===== src/sv/array_linked_list_manager_macros.svh =====
// ----------------------------------------------------------------------------
// Assertion macros for the array linked list manager
// Concurrent checks on clk_i, disabled while rst_ni is low.
// ----------------------------------------------------------------------------
`ifndef ARRAY_LINKED_LIST_MANAGER_MACROS_SVH
`define ARRAY_LINKED_LIST_MANAGER_MACROS_SVH

// check a property on every clock edge
`define ALLM_ASSERT(lbl, prop, msg) \
  lbl: assert property (@(posedge clk_i) disable iff (!rst_ni) (prop)) else $error(msg);

// check that an antecedent is followed in the next cycle by a consequent
`define ALLM_ASSERT_NEXT(lbl, ante, cons, msg) \
  lbl: assert property (@(posedge clk_i) disable iff (!rst_ni) (ante) |=> (cons)) \
    else $error(msg);

`endif


===== src/sv/allm_pkg.sv =====
// ----------------------------------------------------------------------------
// allm_pkg
// Shared constants, codes and controller/datapath interface types.
// ----------------------------------------------------------------------------
`default_nettype none

package allm_pkg;

  localparam int SLOTS_DEF     = 64;
  localparam int KEY_WIDTH_DEF = 32;
  localparam int CAP_W         = 7;
  localparam int OP_W          = 4;
  localparam int ST_W          = 3;

  localparam logic [CAP_W-1:0] CAP_RESET = 7'd64;

  localparam logic [OP_W-1:0] OP_PUSH_FRONT = 4'd0;
  localparam logic [OP_W-1:0] OP_PUSH_BACK  = 4'd1;
  localparam logic [OP_W-1:0] OP_INS_BEFORE = 4'd2;
  localparam logic [OP_W-1:0] OP_INS_AFTER  = 4'd3;
  localparam logic [OP_W-1:0] OP_SORTED_INS = 4'd4;
  localparam logic [OP_W-1:0] OP_REMOVE     = 4'd5;
  localparam logic [OP_W-1:0] OP_RM_BEFORE  = 4'd6;
  localparam logic [OP_W-1:0] OP_RM_AFTER   = 4'd7;
  localparam logic [OP_W-1:0] OP_RM_BACK    = 4'd8;
  localparam logic [OP_W-1:0] OP_FIND       = 4'd9;
  localparam logic [OP_W-1:0] OP_MAX        = 4'd10;
  localparam logic [OP_W-1:0] OP_MIN        = 4'd11;
  localparam logic [OP_W-1:0] OP_SWAP_ENDS  = 4'd12;
  localparam logic [OP_W-1:0] OP_READ_SLOT  = 4'd13;

  localparam logic [ST_W-1:0] ST_OK          = 3'd0;
  localparam logic [ST_W-1:0] ST_EMPTY       = 3'd1;
  localparam logic [ST_W-1:0] ST_NOT_FOUND   = 3'd2;
  localparam logic [ST_W-1:0] ST_FULL        = 3'd3;
  localparam logic [ST_W-1:0] ST_NO_NEIGH    = 3'd4;
  localparam logic [ST_W-1:0] ST_NOT_IN_LIST = 3'd5;

  typedef enum logic [1:0] {RD_CUR, RD_LNK, RD_RS} rd_sel_e;

  typedef enum logic [2:0] {
    TGT_HEAD, TGT_S, TGT_C, TGT_P, TGT_PP, TGT_SEC, TGT_FST
  } tgt_e;

  typedef enum logic [2:0] {
    VAL_ZERO, VAL_S, VAL_C, VAL_L, VAL_RDN, VAL_SEC, VAL_FST, VAL_HEAD
  } val_e;

  typedef enum logic [1:0] {CLR_C, CLR_P, CLR_L} clr_e;

  typedef enum logic [2:0] {
    RS_S, RS_C, RS_P, RS_L, RS_BEST, RS_HEAD, RS_ADDR
  } rs_e;

  typedef struct packed {
    logic            load;
    logic            scan_inc;
    logic            alloc_take;
    logic            rd_en;
    rd_sel_e         rd_sel;
    logic            capture;
    logic            step;
    logic            lw;
    tgt_e            lt;
    val_e            lv;
    logic            kw;
    logic            uset;
    logic            uclr;
    clr_e            clr_sel;
    logic            rs_set;
    rs_e             rs_sel;
    logic            st_set;
    logic [ST_W-1:0] st_val;
    logic            out_load;
  } cmd_t;

  typedef struct packed {
    logic [OP_W-1:0] op;
    logic            head_zero;
    logic            cur_zero;
    logic            prv_zero;
    logic            lnk_zero;
    logic            sec_zero;
    logic            cur_is_sec;
    logic            rdn_zero;
    logic            key_eq;
    logic            key_ge;
    logic            scan_over;
    logic            scan_free;
    logic            addr_bad;
  } flags_t;

endpackage

`default_nettype wire


===== src/sv/allm_dp.sv =====
// ----------------------------------------------------------------------------
// allm_dp
// Datapath: slot store memories, free map, list walk registers, result regs.
// ----------------------------------------------------------------------------
`default_nettype none

module allm_dp #(
  parameter int SLOTS     = allm_pkg::SLOTS_DEF,
  parameter int KEY_WIDTH = allm_pkg::KEY_WIDTH_DEF,
  localparam int SW = $clog2(SLOTS + 1),
  localparam int AW = (SLOTS > 1) ? $clog2(SLOTS) : 1,
  localparam int CW = $clog2(SLOTS + 2)
) (
  input  wire logic                        clk_i,
  input  wire logic                        rst_ni,
  input  wire logic [allm_pkg::OP_W-1:0]   opcode_i,
  input  wire logic [KEY_WIDTH-1:0]        search_key_i,
  input  wire logic [KEY_WIDTH-1:0]        new_key_i,
  input  wire logic [SW-1:0]               slot_address_i,
  input  wire logic                        cfg_we_i,
  input  wire logic [allm_pkg::CAP_W-1:0]  cfg_data_i,
  input  wire allm_pkg::cmd_t              cmd_i,
  output allm_pkg::flags_t                 flags_o,
  output logic [allm_pkg::ST_W-1:0]        status_o,
  output logic [SW-1:0]                    result_slot_o,
  output logic [KEY_WIDTH-1:0]             result_key_o
);

  localparam int LW = (CW > allm_pkg::CAP_W) ? CW : allm_pkg::CAP_W;

  logic [SW-1:0] next_mem [SLOTS];
  logic [KEY_WIDTH-1:0] key_mem [SLOTS];
  logic [SLOTS-1:0] used_q;

  logic [allm_pkg::CAP_W-1:0] cap_q;
  logic [SW-1:0] head_q, cur_q, prv_q, ppv_q, lnk_q, sec_q, fst_q;
  logic [SW-1:0] alloc_q, bslot_q, rs_q, addr_q, rdn_q;
  logic [CW-1:0] scan_q;
  logic [KEY_WIDTH-1:0] sk_q, nk_q, best_q, rdk_q;
  logic [allm_pkg::OP_W-1:0] op_q;
  logic [allm_pkg::ST_W-1:0] st_q;
  logic first_q;
  logic [allm_pkg::ST_W-1:0] out_st_q;
  logic [SW-1:0] out_slot_q;
  logic [KEY_WIDTH-1:0] out_key_q;

  logic [SW-1:0] rd_slot, tslot, lval, clr_slot, rs_d;
  logic [SW-1:0] rd_m1, t_m1, a_m1, c_m1, addr_m1;
  logic [CW-1:0] scan_m1;
  logic [LW-1:0] cap_ext, lim;
  logic better;

  always_comb begin
    unique case (cmd_i.rd_sel)
      allm_pkg::RD_CUR: rd_slot = cur_q;
      allm_pkg::RD_LNK: rd_slot = lnk_q;
      default:          rd_slot = rs_q;
    endcase
    case (cmd_i.lt)
      allm_pkg::TGT_S:   tslot = alloc_q;
      allm_pkg::TGT_C:   tslot = cur_q;
      allm_pkg::TGT_P:   tslot = prv_q;
      allm_pkg::TGT_PP:  tslot = ppv_q;
      allm_pkg::TGT_SEC: tslot = sec_q;
      allm_pkg::TGT_FST: tslot = fst_q;
      default:           tslot = '0;
    endcase
    unique case (cmd_i.lv)
      allm_pkg::VAL_ZERO: lval = '0;
      allm_pkg::VAL_S:    lval = alloc_q;
      allm_pkg::VAL_C:    lval = cur_q;
      allm_pkg::VAL_L:    lval = lnk_q;
      allm_pkg::VAL_RDN:  lval = rdn_q;
      allm_pkg::VAL_SEC:  lval = sec_q;
      allm_pkg::VAL_FST:  lval = fst_q;
      allm_pkg::VAL_HEAD: lval = head_q;
    endcase
    unique case (cmd_i.clr_sel)
      allm_pkg::CLR_C: clr_slot = cur_q;
      allm_pkg::CLR_P: clr_slot = prv_q;
      default:         clr_slot = lnk_q;
    endcase
    case (cmd_i.rs_sel)
      allm_pkg::RS_S:    rs_d = alloc_q;
      allm_pkg::RS_C:    rs_d = cur_q;
      allm_pkg::RS_P:    rs_d = prv_q;
      allm_pkg::RS_L:    rs_d = lnk_q;
      allm_pkg::RS_BEST: rs_d = bslot_q;
      allm_pkg::RS_HEAD: rs_d = head_q;
      default:           rs_d = addr_q;
    endcase
  end

  assign rd_m1   = rd_slot - 1'b1;
  assign t_m1    = tslot - 1'b1;
  assign a_m1    = alloc_q - 1'b1;
  assign c_m1    = clr_slot - 1'b1;
  assign addr_m1 = addr_q - 1'b1;
  assign scan_m1 = scan_q - 1'b1;

  assign cap_ext = LW'(cap_q);
  assign lim     = (cap_ext > LW'(SLOTS)) ? LW'(SLOTS) : cap_ext;

  assign better = first_q ||
                  ((op_q == allm_pkg::OP_MAX) ? (rdk_q > best_q) : (rdk_q < best_q));

  always_comb begin
    flags_o.op         = op_q;
    flags_o.head_zero  = (head_q == '0);
    flags_o.cur_zero   = (cur_q == '0);
    flags_o.prv_zero   = (prv_q == '0);
    flags_o.lnk_zero   = (lnk_q == '0);
    flags_o.sec_zero   = (sec_q == '0);
    flags_o.cur_is_sec = (cur_q == sec_q);
    flags_o.rdn_zero   = (rdn_q == '0);
    flags_o.key_eq     = (rdk_q == sk_q);
    flags_o.key_ge     = (rdk_q >= nk_q);
    flags_o.scan_over  = (LW'(scan_q) > lim);
    flags_o.scan_free  = !used_q[scan_m1[AW-1:0]];
    flags_o.addr_bad   = (addr_q == '0) || ({1'b0, addr_q} > (SW + 1)'(SLOTS)) ||
                         !used_q[addr_m1[AW-1:0]];
  end

  always_ff @(posedge clk_i) begin
    if (cmd_i.rd_en) begin
      rdn_q <= next_mem[rd_m1[AW-1:0]];
      rdk_q <= key_mem[rd_m1[AW-1:0]];
    end
    if (cmd_i.lw && (tslot != '0)) begin
      next_mem[t_m1[AW-1:0]] <= lval;
    end
    if (cmd_i.kw) begin
      key_mem[a_m1[AW-1:0]] <= nk_q;
    end
  end

  always_ff @(posedge clk_i or negedge rst_ni) begin
    if (!rst_ni) begin
      head_q <= '0;
      used_q <= '0;
      cap_q  <= allm_pkg::CAP_RESET;
    end else begin
      if (cfg_we_i) begin
        cap_q <= cfg_data_i;
      end
      if (cmd_i.lw && (tslot == '0)) begin
        head_q <= lval;
      end
      if (cmd_i.uset) begin
        used_q[a_m1[AW-1:0]] <= 1'b1;
      end
      if (cmd_i.uclr) begin
        used_q[c_m1[AW-1:0]] <= 1'b0;
      end
    end
  end

  always_ff @(posedge clk_i) begin
    if (cmd_i.load) begin
      op_q    <= opcode_i;
      sk_q    <= search_key_i;
      nk_q    <= new_key_i;
      addr_q  <= slot_address_i;
      cur_q   <= head_q;
      fst_q   <= head_q;
      prv_q   <= '0;
      ppv_q   <= '0;
      first_q <= 1'b1;
      scan_q  <= CW'(1);
      rs_q    <= '0;
      st_q    <= allm_pkg::ST_OK;
    end
    if (cmd_i.scan_inc) begin
      scan_q <= scan_q + 1'b1;
    end
    if (cmd_i.alloc_take) begin
      alloc_q <= SW'(scan_q);
    end
    if (cmd_i.capture) begin
      lnk_q <= rdn_q;
      if (first_q) begin
        sec_q <= rdn_q;
      end
      if (better) begin
        best_q  <= rdk_q;
        bslot_q <= cur_q;
      end
    end
    if (cmd_i.step) begin
      ppv_q   <= prv_q;
      prv_q   <= cur_q;
      cur_q   <= rdn_q;
      first_q <= 1'b0;
    end
    if (cmd_i.rs_set) begin
      rs_q <= rs_d;
    end
    if (cmd_i.st_set) begin
      st_q <= cmd_i.st_val;
    end
    if (cmd_i.out_load) begin
      out_st_q   <= st_q;
      out_slot_q <= rs_q;
      out_key_q  <= (rs_q == '0) ? '0 : rdk_q;
    end
  end

  assign status_o      = out_st_q;
  assign result_slot_o = out_slot_q;
  assign result_key_o  = out_key_q;

endmodule

`default_nettype wire


===== src/sv/allm_ctrl.sv =====
// ----------------------------------------------------------------------------
// allm_ctrl
// Controller: sequences allocation scan, list walk, relinking and result.
// ----------------------------------------------------------------------------
`default_nettype none

module allm_ctrl (
  input  wire logic             clk_i,
  input  wire logic             rst_ni,
  input  wire logic             in_valid_i,
  output logic                  in_ready_o,
  output logic                  out_valid_o,
  input  wire logic             out_ready_i,
  input  wire allm_pkg::flags_t flags_i,
  output allm_pkg::cmd_t        cmd_o
);

  typedef enum logic [3:0] {
    S_IDLE, S_DISP, S_SCAN, S_RD, S_EV, S_WEND, S_PL1, S_PL2,
    S_R7, S_SW1, S_SW2, S_SW3, S_SW4, S_KRD, S_FIN
  } state_e;

  state_e state_q, state_d;
  logic   out_valid_q;
  logic   stop;

  always_comb begin
    cmd_o      = '0;
    state_d    = state_q;
    in_ready_o = 1'b0;
    stop       = 1'b0;
    unique case (state_q)
      S_IDLE: begin
        in_ready_o = 1'b1;
        if (in_valid_i) begin
          cmd_o.load = 1'b1;
          state_d    = S_DISP;
        end
      end
      S_DISP: begin
        case (flags_i.op)
          allm_pkg::OP_PUSH_FRONT, allm_pkg::OP_PUSH_BACK, allm_pkg::OP_INS_BEFORE,
          allm_pkg::OP_INS_AFTER, allm_pkg::OP_SORTED_INS: begin
            state_d = S_SCAN;
          end
          allm_pkg::OP_REMOVE, allm_pkg::OP_RM_BEFORE, allm_pkg::OP_RM_AFTER,
          allm_pkg::OP_RM_BACK, allm_pkg::OP_FIND, allm_pkg::OP_MAX,
          allm_pkg::OP_MIN, allm_pkg::OP_SWAP_ENDS: begin
            if (flags_i.head_zero) begin
              cmd_o.st_set = 1'b1;
              cmd_o.st_val = allm_pkg::ST_EMPTY;
              state_d      = S_FIN;
            end else begin
              state_d = S_RD;
            end
          end
          allm_pkg::OP_READ_SLOT: begin
            if (flags_i.addr_bad) begin
              cmd_o.st_set = 1'b1;
              cmd_o.st_val = allm_pkg::ST_NOT_IN_LIST;
              state_d      = S_FIN;
            end else begin
              cmd_o.rs_set = 1'b1;
              cmd_o.rs_sel = allm_pkg::RS_ADDR;
              state_d      = S_KRD;
            end
          end
          default: state_d = S_FIN;
        endcase
      end
      S_SCAN: begin
        priority if (flags_i.scan_over) begin
          cmd_o.st_set = 1'b1;
          cmd_o.st_val = allm_pkg::ST_FULL;
          state_d      = S_FIN;
        end else if (flags_i.scan_free) begin
          cmd_o.alloc_take = 1'b1;
          priority if (flags_i.op == allm_pkg::OP_PUSH_FRONT) begin
            state_d = S_PL1;
          end else if (((flags_i.op == allm_pkg::OP_INS_BEFORE) ||
                        (flags_i.op == allm_pkg::OP_INS_AFTER)) && flags_i.head_zero) begin
            cmd_o.st_set = 1'b1;
            cmd_o.st_val = allm_pkg::ST_EMPTY;
            state_d      = S_FIN;
          end else begin
            state_d = S_RD;
          end
        end else begin
          cmd_o.scan_inc = 1'b1;
        end
      end
      S_RD: begin
        if (flags_i.cur_zero) begin
          state_d = S_WEND;
        end else begin
          cmd_o.rd_en  = 1'b1;
          cmd_o.rd_sel = allm_pkg::RD_CUR;
          state_d      = S_EV;
        end
      end
      S_EV: begin
        cmd_o.capture = 1'b1;
        case (flags_i.op)
          allm_pkg::OP_INS_BEFORE, allm_pkg::OP_INS_AFTER, allm_pkg::OP_REMOVE,
          allm_pkg::OP_RM_BEFORE, allm_pkg::OP_RM_AFTER, allm_pkg::OP_FIND:
            stop = flags_i.key_eq;
          allm_pkg::OP_PUSH_BACK, allm_pkg::OP_RM_BACK, allm_pkg::OP_SWAP_ENDS:
            stop = flags_i.rdn_zero;
          allm_pkg::OP_SORTED_INS:
            stop = flags_i.key_ge;
          default:
            stop = 1'b0;
        endcase
        if (stop) begin
          state_d = S_WEND;
        end else begin
          cmd_o.step = 1'b1;
          state_d    = S_RD;
        end
      end
      S_WEND: begin
        case (flags_i.op)
          allm_pkg::OP_PUSH_BACK, allm_pkg::OP_SORTED_INS: state_d = S_PL1;
          allm_pkg::OP_INS_BEFORE, allm_pkg::OP_INS_AFTER: begin
            if (flags_i.cur_zero) begin
              cmd_o.st_set = 1'b1;
              cmd_o.st_val = allm_pkg::ST_NOT_FOUND;
              state_d      = S_FIN;
            end else begin
              state_d = S_PL1;
            end
          end
          allm_pkg::OP_REMOVE: begin
            if (flags_i.cur_zero) begin
              cmd_o.st_set = 1'b1;
              cmd_o.st_val = allm_pkg::ST_NOT_FOUND;
              state_d      = S_FIN;
            end else begin
              cmd_o.lw      = 1'b1;
              cmd_o.lt      = allm_pkg::TGT_P;
              cmd_o.lv      = allm_pkg::VAL_L;
              cmd_o.uclr    = 1'b1;
              cmd_o.clr_sel = allm_pkg::CLR_C;
              cmd_o.rs_set  = 1'b1;
              cmd_o.rs_sel  = allm_pkg::RS_C;
              state_d       = S_KRD;
            end
          end
          allm_pkg::OP_RM_BEFORE: begin
            priority if (flags_i.cur_zero) begin
              cmd_o.st_set = 1'b1;
              cmd_o.st_val = allm_pkg::ST_NOT_FOUND;
              state_d      = S_FIN;
            end else if (flags_i.prv_zero) begin
              cmd_o.st_set = 1'b1;
              cmd_o.st_val = allm_pkg::ST_NO_NEIGH;
              state_d      = S_FIN;
            end else begin
              cmd_o.lw      = 1'b1;
              cmd_o.lt      = allm_pkg::TGT_PP;
              cmd_o.lv      = allm_pkg::VAL_C;
              cmd_o.uclr    = 1'b1;
              cmd_o.clr_sel = allm_pkg::CLR_P;
              cmd_o.rs_set  = 1'b1;
              cmd_o.rs_sel  = allm_pkg::RS_P;
              state_d       = S_KRD;
            end
          end
          allm_pkg::OP_RM_AFTER: begin
            priority if (flags_i.cur_zero) begin
              cmd_o.st_set = 1'b1;
              cmd_o.st_val = allm_pkg::ST_NOT_FOUND;
              state_d      = S_FIN;
            end else if (flags_i.lnk_zero) begin
              cmd_o.st_set = 1'b1;
              cmd_o.st_val = allm_pkg::ST_NO_NEIGH;
              state_d      = S_FIN;
            end else begin
              cmd_o.rd_en  = 1'b1;
              cmd_o.rd_sel = allm_pkg::RD_LNK;
              cmd_o.rs_set = 1'b1;
              cmd_o.rs_sel = allm_pkg::RS_L;
              state_d      = S_R7;
            end
          end
          allm_pkg::OP_FIND: begin
            if (flags_i.cur_zero) begin
              cmd_o.st_set = 1'b1;
              cmd_o.st_val = allm_pkg::ST_NOT_FOUND;
              state_d      = S_FIN;
            end else begin
              cmd_o.rs_set = 1'b1;
              cmd_o.rs_sel = allm_pkg::RS_C;
              state_d      = S_KRD;
            end
          end
          allm_pkg::OP_RM_BACK: begin
            cmd_o.lw      = 1'b1;
            cmd_o.lt      = allm_pkg::TGT_P;
            cmd_o.lv      = allm_pkg::VAL_ZERO;
            cmd_o.uclr    = 1'b1;
            cmd_o.clr_sel = allm_pkg::CLR_C;
            cmd_o.rs_set  = 1'b1;
            cmd_o.rs_sel  = allm_pkg::RS_C;
            state_d       = S_KRD;
          end
          allm_pkg::OP_MAX, allm_pkg::OP_MIN: begin
            cmd_o.rs_set = 1'b1;
            cmd_o.rs_sel = allm_pkg::RS_BEST;
            state_d      = S_KRD;
          end
          allm_pkg::OP_SWAP_ENDS: begin
            if (flags_i.sec_zero) begin
              cmd_o.rs_set = 1'b1;
              cmd_o.rs_sel = allm_pkg::RS_HEAD;
              state_d      = S_KRD;
            end else begin
              state_d = S_SW1;
            end
          end
          default: state_d = S_FIN;
        endcase
      end
      S_R7: begin
        cmd_o.lw      = 1'b1;
        cmd_o.lt      = allm_pkg::TGT_C;
        cmd_o.lv      = allm_pkg::VAL_RDN;
        cmd_o.uclr    = 1'b1;
        cmd_o.clr_sel = allm_pkg::CLR_L;
        state_d       = S_KRD;
      end
      S_PL1: begin
        cmd_o.lw   = 1'b1;
        cmd_o.lt   = allm_pkg::TGT_S;
        cmd_o.kw   = 1'b1;
        cmd_o.uset = 1'b1;
        case (flags_i.op)
          allm_pkg::OP_PUSH_FRONT: cmd_o.lv = allm_pkg::VAL_HEAD;
          allm_pkg::OP_PUSH_BACK:  cmd_o.lv = allm_pkg::VAL_ZERO;
          allm_pkg::OP_INS_AFTER:  cmd_o.lv = allm_pkg::VAL_L;
          default:                 cmd_o.lv = allm_pkg::VAL_C;
        endcase
        state_d = S_PL2;
      end
      S_PL2: begin
        cmd_o.lw     = 1'b1;
        cmd_o.lv     = allm_pkg::VAL_S;
        cmd_o.rs_set = 1'b1;
        cmd_o.rs_sel = allm_pkg::RS_S;
        case (flags_i.op)
          allm_pkg::OP_PUSH_FRONT: cmd_o.lt = allm_pkg::TGT_HEAD;
          allm_pkg::OP_PUSH_BACK, allm_pkg::OP_INS_AFTER: cmd_o.lt = allm_pkg::TGT_C;
          default:                 cmd_o.lt = allm_pkg::TGT_P;
        endcase
        state_d = S_KRD;
      end
      S_SW1: begin
        cmd_o.lw = 1'b1;
        cmd_o.lt = allm_pkg::TGT_HEAD;
        cmd_o.lv = allm_pkg::VAL_C;
        state_d  = S_SW2;
      end
      S_SW2: begin
        cmd_o.lw = 1'b1;
        if (flags_i.cur_is_sec) begin
          cmd_o.lt = allm_pkg::TGT_SEC;
          cmd_o.lv = allm_pkg::VAL_FST;
          state_d  = S_SW4;
        end else begin
          cmd_o.lt = allm_pkg::TGT_C;
          cmd_o.lv = allm_pkg::VAL_SEC;
          state_d  = S_SW3;
        end
      end
      S_SW3: begin
        cmd_o.lw = 1'b1;
        cmd_o.lt = allm_pkg::TGT_P;
        cmd_o.lv = allm_pkg::VAL_FST;
        state_d  = S_SW4;
      end
      S_SW4: begin
        cmd_o.lw     = 1'b1;
        cmd_o.lt     = allm_pkg::TGT_FST;
        cmd_o.lv     = allm_pkg::VAL_ZERO;
        cmd_o.rs_set = 1'b1;
        cmd_o.rs_sel = allm_pkg::RS_HEAD;
        state_d      = S_KRD;
      end
      S_KRD: begin
        cmd_o.rd_en  = 1'b1;
        cmd_o.rd_sel = allm_pkg::RD_RS;
        state_d      = S_FIN;
      end
      S_FIN: begin
        if (!out_valid_q || out_ready_i) begin
          cmd_o.out_load = 1'b1;
          state_d        = S_IDLE;
        end
      end
      default: state_d = S_IDLE;
    endcase
  end

  always_ff @(posedge clk_i or negedge rst_ni) begin
    if (!rst_ni) begin
      state_q     <= S_IDLE;
      out_valid_q <= 1'b0;
    end else begin
      state_q <= state_d;
      if (cmd_o.out_load) begin
        out_valid_q <= 1'b1;
      end else if (out_ready_i) begin
        out_valid_q <= 1'b0;
      end
    end
  end

  assign out_valid_o = out_valid_q;

endmodule

`default_nettype wire


===== src/sv/array_linked_list_manager.sv =====
// ----------------------------------------------------------------------------
// array_linked_list_manager
// Singly linked list of keys in a fixed slot store with a free map.
// ----------------------------------------------------------------------------
// Usage:
//   Each transfer on the s_axis channel carries one operation (opcode in
//   tuser) and gives exactly one transfer on the m_axis channel with a
//   status, a slot and the key held in that slot.
//   The user must write the capacity register on the cfg channel only while
//   idle; the block itself does not enforce this. Work from the input
//   transfer to the result is a fixed sequence of states, plus a free-map
//   scan by the allocating operations that tests one slot per step and a
//   walk with one registered read of the link and key memories per list
//   node; a walk that runs off the tail takes one more step. The worst case
//   is a sorted insert into a nearly full store. One operation is in flight
//   at a time; the next is taken once its result sits in the output register.
//   Reset empties the list and frees every slot at once; capacity resets
//   to 64. No clearing pass is needed.
//   While m_axis is stalled the result holds; a further operation may be
//   taken and worked, and waits to finish until the output is free.
// ----------------------------------------------------------------------------
`default_nettype none

`include "array_linked_list_manager_macros.svh"

module array_linked_list_manager #(
  parameter int SLOTS     = allm_pkg::SLOTS_DEF,
  parameter int KEY_WIDTH = allm_pkg::KEY_WIDTH_DEF,
  localparam int SW  = $clog2(SLOTS + 1),
  localparam int IDW = ((2 * KEY_WIDTH + SW + 7) / 8) * 8,
  localparam int ODW = ((allm_pkg::ST_W + SW + KEY_WIDTH + 7) / 8) * 8
) (
  input  wire logic                       clk_i,
  input  wire logic                       rst_ni,
  input  wire logic                       s_axis_tvalid,
  output logic                            s_axis_tready,
  // search_key, new_key, slot_address
  input  wire logic [IDW-1:0]             s_axis_tdata,
  // opcode
  input  wire logic [allm_pkg::OP_W-1:0]  s_axis_tuser,
  output logic                            m_axis_tvalid,
  input  wire logic                       m_axis_tready,
  // status, result_slot, result_key
  output logic [ODW-1:0]                  m_axis_tdata,
  input  wire logic                       cfg_valid_i,
  output logic                            cfg_ready_o,
  input  wire logic [allm_pkg::CAP_W-1:0] cfg_data_i
);

  allm_pkg::cmd_t   cmd;
  allm_pkg::flags_t flags;

  logic [allm_pkg::ST_W-1:0] status;
  logic [SW-1:0]             result_slot;
  logic [KEY_WIDTH-1:0]      result_key;

  assign cfg_ready_o = 1'b1;

  allm_ctrl u_ctrl (
    .clk_i       (clk_i),
    .rst_ni      (rst_ni),
    .in_valid_i  (s_axis_tvalid),
    .in_ready_o  (s_axis_tready),
    .out_valid_o (m_axis_tvalid),
    .out_ready_i (m_axis_tready),
    .flags_i     (flags),
    .cmd_o       (cmd)
  );

  allm_dp #(
    .SLOTS     (SLOTS),
    .KEY_WIDTH (KEY_WIDTH)
  ) u_dp (
    .clk_i          (clk_i),
    .rst_ni         (rst_ni),
    .opcode_i       (s_axis_tuser),
    .search_key_i   (s_axis_tdata[KEY_WIDTH-1:0]),
    .new_key_i      (s_axis_tdata[2*KEY_WIDTH-1:KEY_WIDTH]),
    .slot_address_i (s_axis_tdata[2*KEY_WIDTH+SW-1:2*KEY_WIDTH]),
    .cfg_we_i       (cfg_valid_i),
    .cfg_data_i     (cfg_data_i),
    .cmd_i          (cmd),
    .flags_o        (flags),
    .status_o       (status),
    .result_slot_o  (result_slot),
    .result_key_o   (result_key)
  );

  assign m_axis_tdata = ODW'({result_key, result_slot, status});

  `ALLM_ASSERT_NEXT(a_one_in_flight, s_axis_tvalid && s_axis_tready, !s_axis_tready, "second operation taken while busy")
  `ALLM_ASSERT(a_no_overwrite, !cmd.out_load || !m_axis_tvalid || m_axis_tready, "result overwritten before transfer")
  `ALLM_ASSERT(a_load_on_transfer, !cmd.load || (s_axis_tvalid && s_axis_tready), "operation latched without transfer")

endmodule

`default_nettype wire

===== config.mk =====
export PLATFORM = sky130hd
export DESIGN_NAME = array_linked_list_manager
export DESIGN_NICKNAME = d
export VERILOG_FILES = /design/src/sv/allm_pkg.sv /design/src/sv/allm_dp.sv /design/src/sv/allm_ctrl.sv /design/src/sv/array_linked_list_manager.sv
export VERILOG_INCLUDE_DIRS = /design/src /design/src/sv
export SDC_FILE = /design/constraint.sdc
export NUM_CORES = 2
export LEC_CHECK = 0
export BUFFER_PORTS_ARGS = -buffer_cell sky130_fd_sc_hd__buf_2
export CORE_ASPECT_RATIO = 1.5
export CORE_MARGIN = 3
export CORE_UTILIZATION = 38
export DETAILED_ROUTE_END_ITERATION = 10
export GPL_TIMING_DRIVEN = 1
export PLACE_DENSITY = 0.54
export SKIP_LAST_GASP = 1
export SLEW_MARGIN = 10
export SYNTH_ARGS = -nofsm -noshare
export SYNTH_HDL_FRONTEND = slang
export SYNTH_SLANG_ARGS = --single-unit

===== constraint.sdc =====
create_clock -name clk_i -period 7.1 [get_ports clk_i]
set_clock_uncertainty 0.2 [all_clocks]
set_input_delay 0 -clock clk_i [delete_from_list [all_inputs] [get_ports clk_i]]
set_output_delay 0 -clock clk_i [all_outputs]
set_load 0.01 [all_outputs]

# After elaboration in Yosys (flattened, before gate mapping)
# Memories as Yosys holds them, arrays and structs flattened. A register that Yosys moved wholly into a read port is not among the register bits.
# Cells that the tools add are included.
classes:
  add_sub_neg: 7
  n_lt_le_gt_ge: 12
  eq_ne: 52
  mux: 108
  bitwise: 3
  n_reduce_logical: 48
op_table:
  columns: ["cell", "n"]
  rows:
  - ["two-way mux 64 bit", 2]
  - ["one-hot mux 7 bit (8 select lines)", 2]
  - ["two-way mux 7 bit", 15]
  - ["two-way mux 4 bit", 25]
  - ["one-hot mux 7 bit (6 select lines)", 2]
  - ["AND 64 bit", 1]
  - ["NOT 64 bit", 1]
  - ["OR 64 bit", 1]
  - ["logical NOT 7 bit", 9]
  - ["one-hot mux 4 bit (7 select lines)", 2]
  - ["equality test 4 bit, second input constant", 13]
  - ["one-hot mux 4 bit (13 select lines)", 1]
  - ["one-hot mux 4 bit (3 select lines)", 3]
  - ["subtractor 6 x 1 -> 6 bit, second input constant", 6]
  - ["two-way mux 3 bit", 11]
  - ["equality test 32 bit", 1]
  - ["equality test 4 x 3 -> 1 bit, second input constant", 8]
  - ["greater-or-equal comparator 32 bit", 1]
  - ["greater-than comparator 32 bit", 1]
  - ["less-than comparator 32 bit", 1]
  - ["less-than comparator 6 x 7 -> 1 bit, second input constant", 4]
  - ["equality test 3 bit, second input constant", 9]
  - ["one-hot mux 3 bit (3 select lines)", 3]
  - ["one-hot mux 6 bit (2 select lines)", 2]
  - ["other kinds (40)", 106]
word_totals:
  reg_bits: 306
  ram_bits: 2496
  out_inout_bits: 51
  memories: 2
mem_list:
  columns: ["memory", "words", "width", "read_ports", "rd_ports_with_merged_regs", "wr", "line", "rtl"]
  rows:
  - ["u_dp.key_mem", 64, 32, 1, 1, 1, "allm_dp.sv:32", "logic [KEY_WIDTH-1:0] key_mem [SLOTS];"]
  - ["u_dp.next_mem", 64, 7, 1, 1, 1, "allm_dp.sv:31", "logic [SW-1:0] next_mem [SLOTS];"]

# Logic depth before layout (Yosys ltp)
logic_depth:
  depth_word: 15
  depth_mapped: 18

# Cells and area by module
# Synthesis repeated with hierarchy kept, for this count alone.
hier_totals:
  cells_unflattened: 5963
  hier_area_um2: 115303.1
by_module_without_submodules:
  columns: ["mod", "instances", "cells_each", "area_per_inst_um2", "seq_area_each_um2"]
  rows:
  - ["allm_dp", 1, 5734, 113857.9, 84762.5]
  - ["allm_ctrl", 1, 220, 1385.1, 125.1]
  - ["array_linked_list_manager", 1, 9, 60.1, 0.0]

# Least setup slack after synthesis
# No wires, ideal clock.
synth_timing:
  kind: "register to register"
  start: "reg u_dp.cur_q[3]"
  end: "mem u_dp.next_mem[0][0] (netlist bit), data pin"
  arrival_time_ns: 5.296
  setup_slack_ns: 0.895
  stages_incl_launch_ff: 12
  path_buffers: 2
  period_less_slack_ns: 6.205
  path_cell_list: "edfxtp_1 > or4_4 > o211ai_4 > o21ai_1 > or3_1 > buf_2 > buf_2 > and3_1 > nand4_1 > nand2_1 > mux2i_1 > o21ai_0"
synth_between:
  elab_chain_len: 6
synth_rtl:
  columns: ["item", "line", "rtl"]
  rows:
  - ["start: declaration", "allm_dp.sv:36", "logic [SW-1:0] head_q, cur_q, prv_q, ppv_q, lnk_q, sec_q, fst_q;"]
  - ["start signal: assignment", "allm_dp.sv:164", "cur_q <= head_q;"]
  - ["start signal: assignment", "allm_dp.sv:192", "cur_q <= rdn_q;"]
  - ["logical NOT 7 bit", "allm_dp.sv:110", "flags_o.cur_zero = (cur_q == '0);"]
  - ["two-way mux 7 bit (on tied branches)", "allm_ctrl.sv:150, allm_ctrl.sv:134", null]
  - ["one-hot mux 7 bit (3 select lines)", "allm_ctrl.sv:122", "case (flags_i.op)"]
  - ["one-hot mux 7 bit (8 select lines) *", "allm_ctrl.sv:32", "unique case (state_q)"]
  - ["equality test 3 bit, or another cell as far along", "allm_dp.sv:68", "unique case (cmd_i.lv)"]
  - ["one-hot mux 7 bit (8 select lines) *", "allm_dp.sv:68", null]
  - ["net u_dp.lval[0]", "allm_dp.sv:47", "logic [SW-1:0] rd_slot, tslot, lval, clr_slot, rs_d;"]
  - ["end: declaration", "allm_dp.sv:31", null]
# Mark *: on every way through the listed nets, which the timed path passes. The rest lies on a longest branch.

# Worst setup path in the final report
layout_timing:
  start: "reg u_ctrl.state_q[0]"
  end: "reg u_dp.rdk_q[18], read port of u_dp.key_mem, data pin"
layout_between:
  elab_chain_len: 5
layout_rtl:
  columns: ["item", "line", "rtl"]
  rows:
  - ["start: declaration", "allm_ctrl.sv:23", "state_e state_q, state_d;"]
  - ["start signal: assignment", "allm_ctrl.sv:309", "state_q <= state_d;"]
  - ["equality test 4 bit, or another cell as far along", "allm_ctrl.sv:32", null]
  - ["one-hot mux 3 bit (3 select lines) *", "allm_ctrl.sv:32", null]
  - ["equality test 2 x 1 -> 1 bit or logical NOT 2 bit (tied branches)", "allm_dp.sv:54", "unique case (cmd_i.rd_sel)"]
  - ["one-hot mux 6 bit (2 select lines)", "allm_dp.sv:54", null]
  - ["subtractor 6 x 1 -> 6 bit", "allm_dp.sv:94", "assign rd_m1 = rd_slot - 1'b1;"]
  - ["end: declaration", "allm_dp.sv:39", "logic [KEY_WIDTH-1:0] sk_q, nk_q, best_q, rdk_q;"]
# Every way passes the cells marked *; elsewhere a longest branch is shown, timed or not.
# A chain may end at the register's enable or synchronous reset.

==> impl_metrics.sql <==
INSERT INTO impl_metrics (metric_group, metric, value, unit) VALUES
('worst_setup_path', 'crit_path_cell_trace', 'nor2b_1 -> nand2_1 -> or4_1 -> nand2_1 -> o21bai_1 -> ha_4 -> buf_12 -> buf_4 -> mux4_2 -> mux4_2 -> a22oi_1 -> nand2_1', ''),
('synth', 'synth_area_per_cell', '21.5', 'um^2'),
('power', 'leakage_power_of_the_design', '41.6', 'nW'),
('final_layout', 'multi_input_area', '27100', 'um^2'),
('synth', 'count_of_flip_flops_with_a_built_in_enable_after_synthesis', '2757', ''),
('drt', 'detail_route.wirelength', '296', 'mm'),
('sta', 'hold_viol', '0', ''),
('grt', 'overflow', '0', ''),
('clocking', 'cts_buffers', '266', ''),
('worst_setup_path', 'critical_path_capture_point_type', 'flip-flop', ''),
('synth', 'sequential_to_total_area_share_from_yosys_stat', '75.3', '%'),
('die', 'std_cell_rows', '244', ''),
('clocking', 'clockRootBuffer', 'sky130_fd_sc_hd__clkbuf_16', ''),
('clocking', 'cts-htree-levels', '5', ''),
('grt', 'grt_first_pass_wirelength', '426', 'mm'),
('clocking', 'clock_tree_from_tritoncts', 'done', ''),
('worst_setup_path', 'critPathBufInv', '2', ''),
('sta', 'timing.hold.ws', '110', 'ps'),
('synth', 'synth.ff_latch_count', '2841', ''),
('clocking', 'cts.reportedPaths.clkPinSlew', '70', 'ps'),
('synth', 'synth.largest_area_cell', 'sky130_fd_sc_hd__edfxtp_1', ''),
('final_layout', 'final_cell_mix', 'sky130_fd_sc_hd__edfxtp_1, sky130_fd_sc_hd__mux4_2, sky130_fd_sc_hd__clkbuf_16', ''),
('synth', 'synth_area_leaders', 'sky130_fd_sc_hd__edfxtp_1, sky130_fd_sc_hd__mux4_2, sky130_fd_sc_hd__dfrtp_1, sky130_fd_sc_hd__ha_1, sky130_fd_sc_hd__nor2_1', ''),
('die', 'start_util', '38.2', '%'),
('grt', 'first_global_vias', '58000', ''),
('final_layout', 'final_nets', '5979', ''),
('synth', 'synthFlopType', 'sky130_fd_sc_hd__edfxtp_1', ''),
('worst_setup_path', 'reg2regPathDepth', '12', ''),
('flow_run', 'drv_cap', '0', ''),
('drt', 'drcViolationCount', '0', ''),
('die', 'die_h', '673', 'um'),
('synth', 'yosys_top_cell_area_share', '73.4', '%'),
('power', 'ir_worst_vdd', '0.000440', 'V'),
('worst_setup_path', 'timing.critical_path.arrival', '6490', 'ps'),
('min_path', 'hold_path_class', 'in -> async', ''),
('synth', 'ys.warnings.count', '0', ''),
('worst_setup_path', 'crit_slowest_cell', 'sky130_fd_sc_hd__or4_1', ''),
('sta', 'count_of_endpoints_failing_setup_in_the_final_report', '0', ''),
('clocking', 'worstSkewPairLatency', '840', 'ps'),
('final_layout', 'final.fill_count', '25100', ''),
('synth', 'synthCells', '5245', ''),
('synth', 'synth-async-reset-ratio', '2.92', '%'),
('worst_setup_path', 'critical_path.most_common_cell', 'sky130_fd_sc_hd__nand2_1', ''),
('worst_setup_path', 'timing.critical_path.depth', '12', ''),
('outcome', 'status', 'finished, final reports clean', ''),
('worst_setup_path', 'critPathKind', 'reg -> reg', ''),
('synth', 'mappedNetlistArea', '113000', 'um^2'),
('sta', 'fin_worst_setup_slack', '983', 'ps'),
('clocking', 'clock-sinks', '2841', ''),
('worst_setup_path', 'cp_top_family', 'simple AND/OR/NAND/NOR gates', ''),
('sta', 'total_negative_slack', '0', 'ps'),
('sta', 'rsz0062_at_grt', 'false', ''),
('final_layout', 'layout-drive-gt1-share', '28.1', '%'),
('drt', 'drt_iter0_drc', '5320', ''),
('sta', 'maximum_clock_frequency', '163', 'MHz'),
('grt', 'antenna_found_initial', '1', ''),
('die', 'die_w', '451', 'um'),
('drt', 'ant_nets', '0', ''),
('synth', 'yosysUniqueCellTypes', '82', ''),
('final_layout', 'final_common_cell', 'sky130_fd_sc_hd__edfxtp_1', ''),
('sta', 'worst_pin_slew', '1260', 'ps'),
('sta', 'post-route-min-period', '6120', 'ps'),
('die', 'core-area', '295000', 'um^2'),
('placement', 'detailedPlace.worstSlack', '1070', 'ps'),
('die', 'die-area', '304000', 'um^2'),
('final_layout', 'area.sequential', '84900', 'um^2'),
('die', 'pin_count', '139', ''),
('clocking', 'cts.path.max_buffers', '4', ''),
('grt', 'grt.total_usage', '19.3', '%'),
('worst_setup_path', 'cpPeakStageDelay', '730', 'ps'),
('placement', 'buffer_ports.inserted', '130', '');
==> flip-flops by register name, summed over array words and instances (netlist names), 7 cells and up <==
name,flops
u_dp.result_key_o,32
u_dp.cur_q,7
u_dp.bslot_q,7
u_dp.fst_q,7
u_dp.lnk_q,7
u_dp.next_mem,448
u_dp.cap_ext,7
u_dp.sk_q,32
u_dp.nk_q,32
u_dp.alloc_q,7
u_dp.used_q,64
u_dp.rdn_q,7
u_dp.head_q,7
u_dp.sec_q,7
u_dp.addr_q,7
u_dp.best_q,32
u_dp.result_slot_o,7
u_dp.prv_q,7
u_dp.scan_q,7
u_dp.rs_q,7
u_dp.key_mem,2048
u_dp.ppv_q,7
u_dp.rdk_q,32
==> per-stage QoR <==
stage                     instances  util (%)  instance area (um^2)
final                          9950      44.2                130000
after global routing           9949      44.2                130000
after CTS                      9948      44.2                130000
after detailed placement       9300      40.8                120000
after global placement         9300      40.8                120000
after floorplan                5250         -                113000
==> worst paths after layout <==
check,start,to,slack [ps]
max in group asynchronous,rst_ni,u_dp.used_q[1],5720
min in group clk_i,s_axis_tvalid,u_dp.st_q[1],170
hold reg to reg,u_dp.st_q[1],u_dp.status_o[1],230
setup / recovery,u_ctrl.state_q[0],u_dp.rdk_q[18],980
setup reg to reg,u_ctrl.state_q[0],u_dp.rdk_q[18],980
hold / removal,rst_ni,u_dp.head_q[2],110
==> power breakdown <==
part	switching, mW	internal [mW]
logic	11.5	9.51
registers	0.732	20.4
clock network	6.07	7.60
==> logic make-up after synthesis <==
logic type,after synthesis,share of synthesized area (%)
flops,2841,75.3
simple gates,639,2.76
other cells,2,0.00666
mux,877,16.9
xor+xnor,73,0.574
compound gates,376,2.33
fa+ha+maj,79,0.876
buf+inv,358,1.33
==> cell usage after synthesis (all sizes together) (6+ instances only) <==
| master | number |
|---|---|
| edfxtp | 2757 |
| mux4 | 816 |
| nor2 | 223 |
| clkbuf | 179 |
| nand2 | 142 |
| a21oi | 97 |
| inv | 93 |
| buf | 85 |
| a22oi | 83 |
| dfrtp | 82 |
| ha | 79 |
| nor3 | 57 |
| o21ai | 53 |
| xor2 | 52 |
| and2 | 43 |
| nand3 | 37 |
| mux2i | 36 |
| nand4 | 31 |
| nor4 | 26 |
| o22a | 26 |
| mux2 | 25 |
| a21o | 22 |
| xnor2 | 21 |
| nand2b | 17 |
| a221oi | 15 |
| and3 | 15 |
| nor2b | 15 |
| or3 | 10 |
| o22ai | 9 |
| a222oi | 8 |
| or4 | 8 |
| a211oi | 7 |
| a22o | 7 |
| o211ai | 6 |
==> final cells by class <==
class                           instances  area share (%)
Antenna cell                            2         0.00384
Clock buffer                          347            5.56
Clock inverter                        121           0.665
Inverter                               94           0.276
Multi-Input combinational cell       2051            20.8
Sequential cell                      2841            65.2
Tap cell                             3936            3.78
Timing Repair Buffer                  558            3.69
==> layer usage <==
metal  global-route usage [%]  up-vias  wire length [um]
met5                        0        -                 0
met4                     5.36        0              8340
met3                     2.15      478             14800
met2                     34.7     1826            157000
met1                     24.8    30000            116000
li1                         -    23100                 -
==> tightest hold or removal path: cells and delay by family <==
kind | cells | cell delay (ps)
buffers and inverters | 4 | 1480
==> timing repair <==
action                     CTS  global route
gates resized for setup      0             0
buffers inserted             0             0
hold endpoints to repair   300             0
hold buffers               180             0
setup endpoints to repair    0             0
No activity file was read; power rests on OpenSTA's default activity.
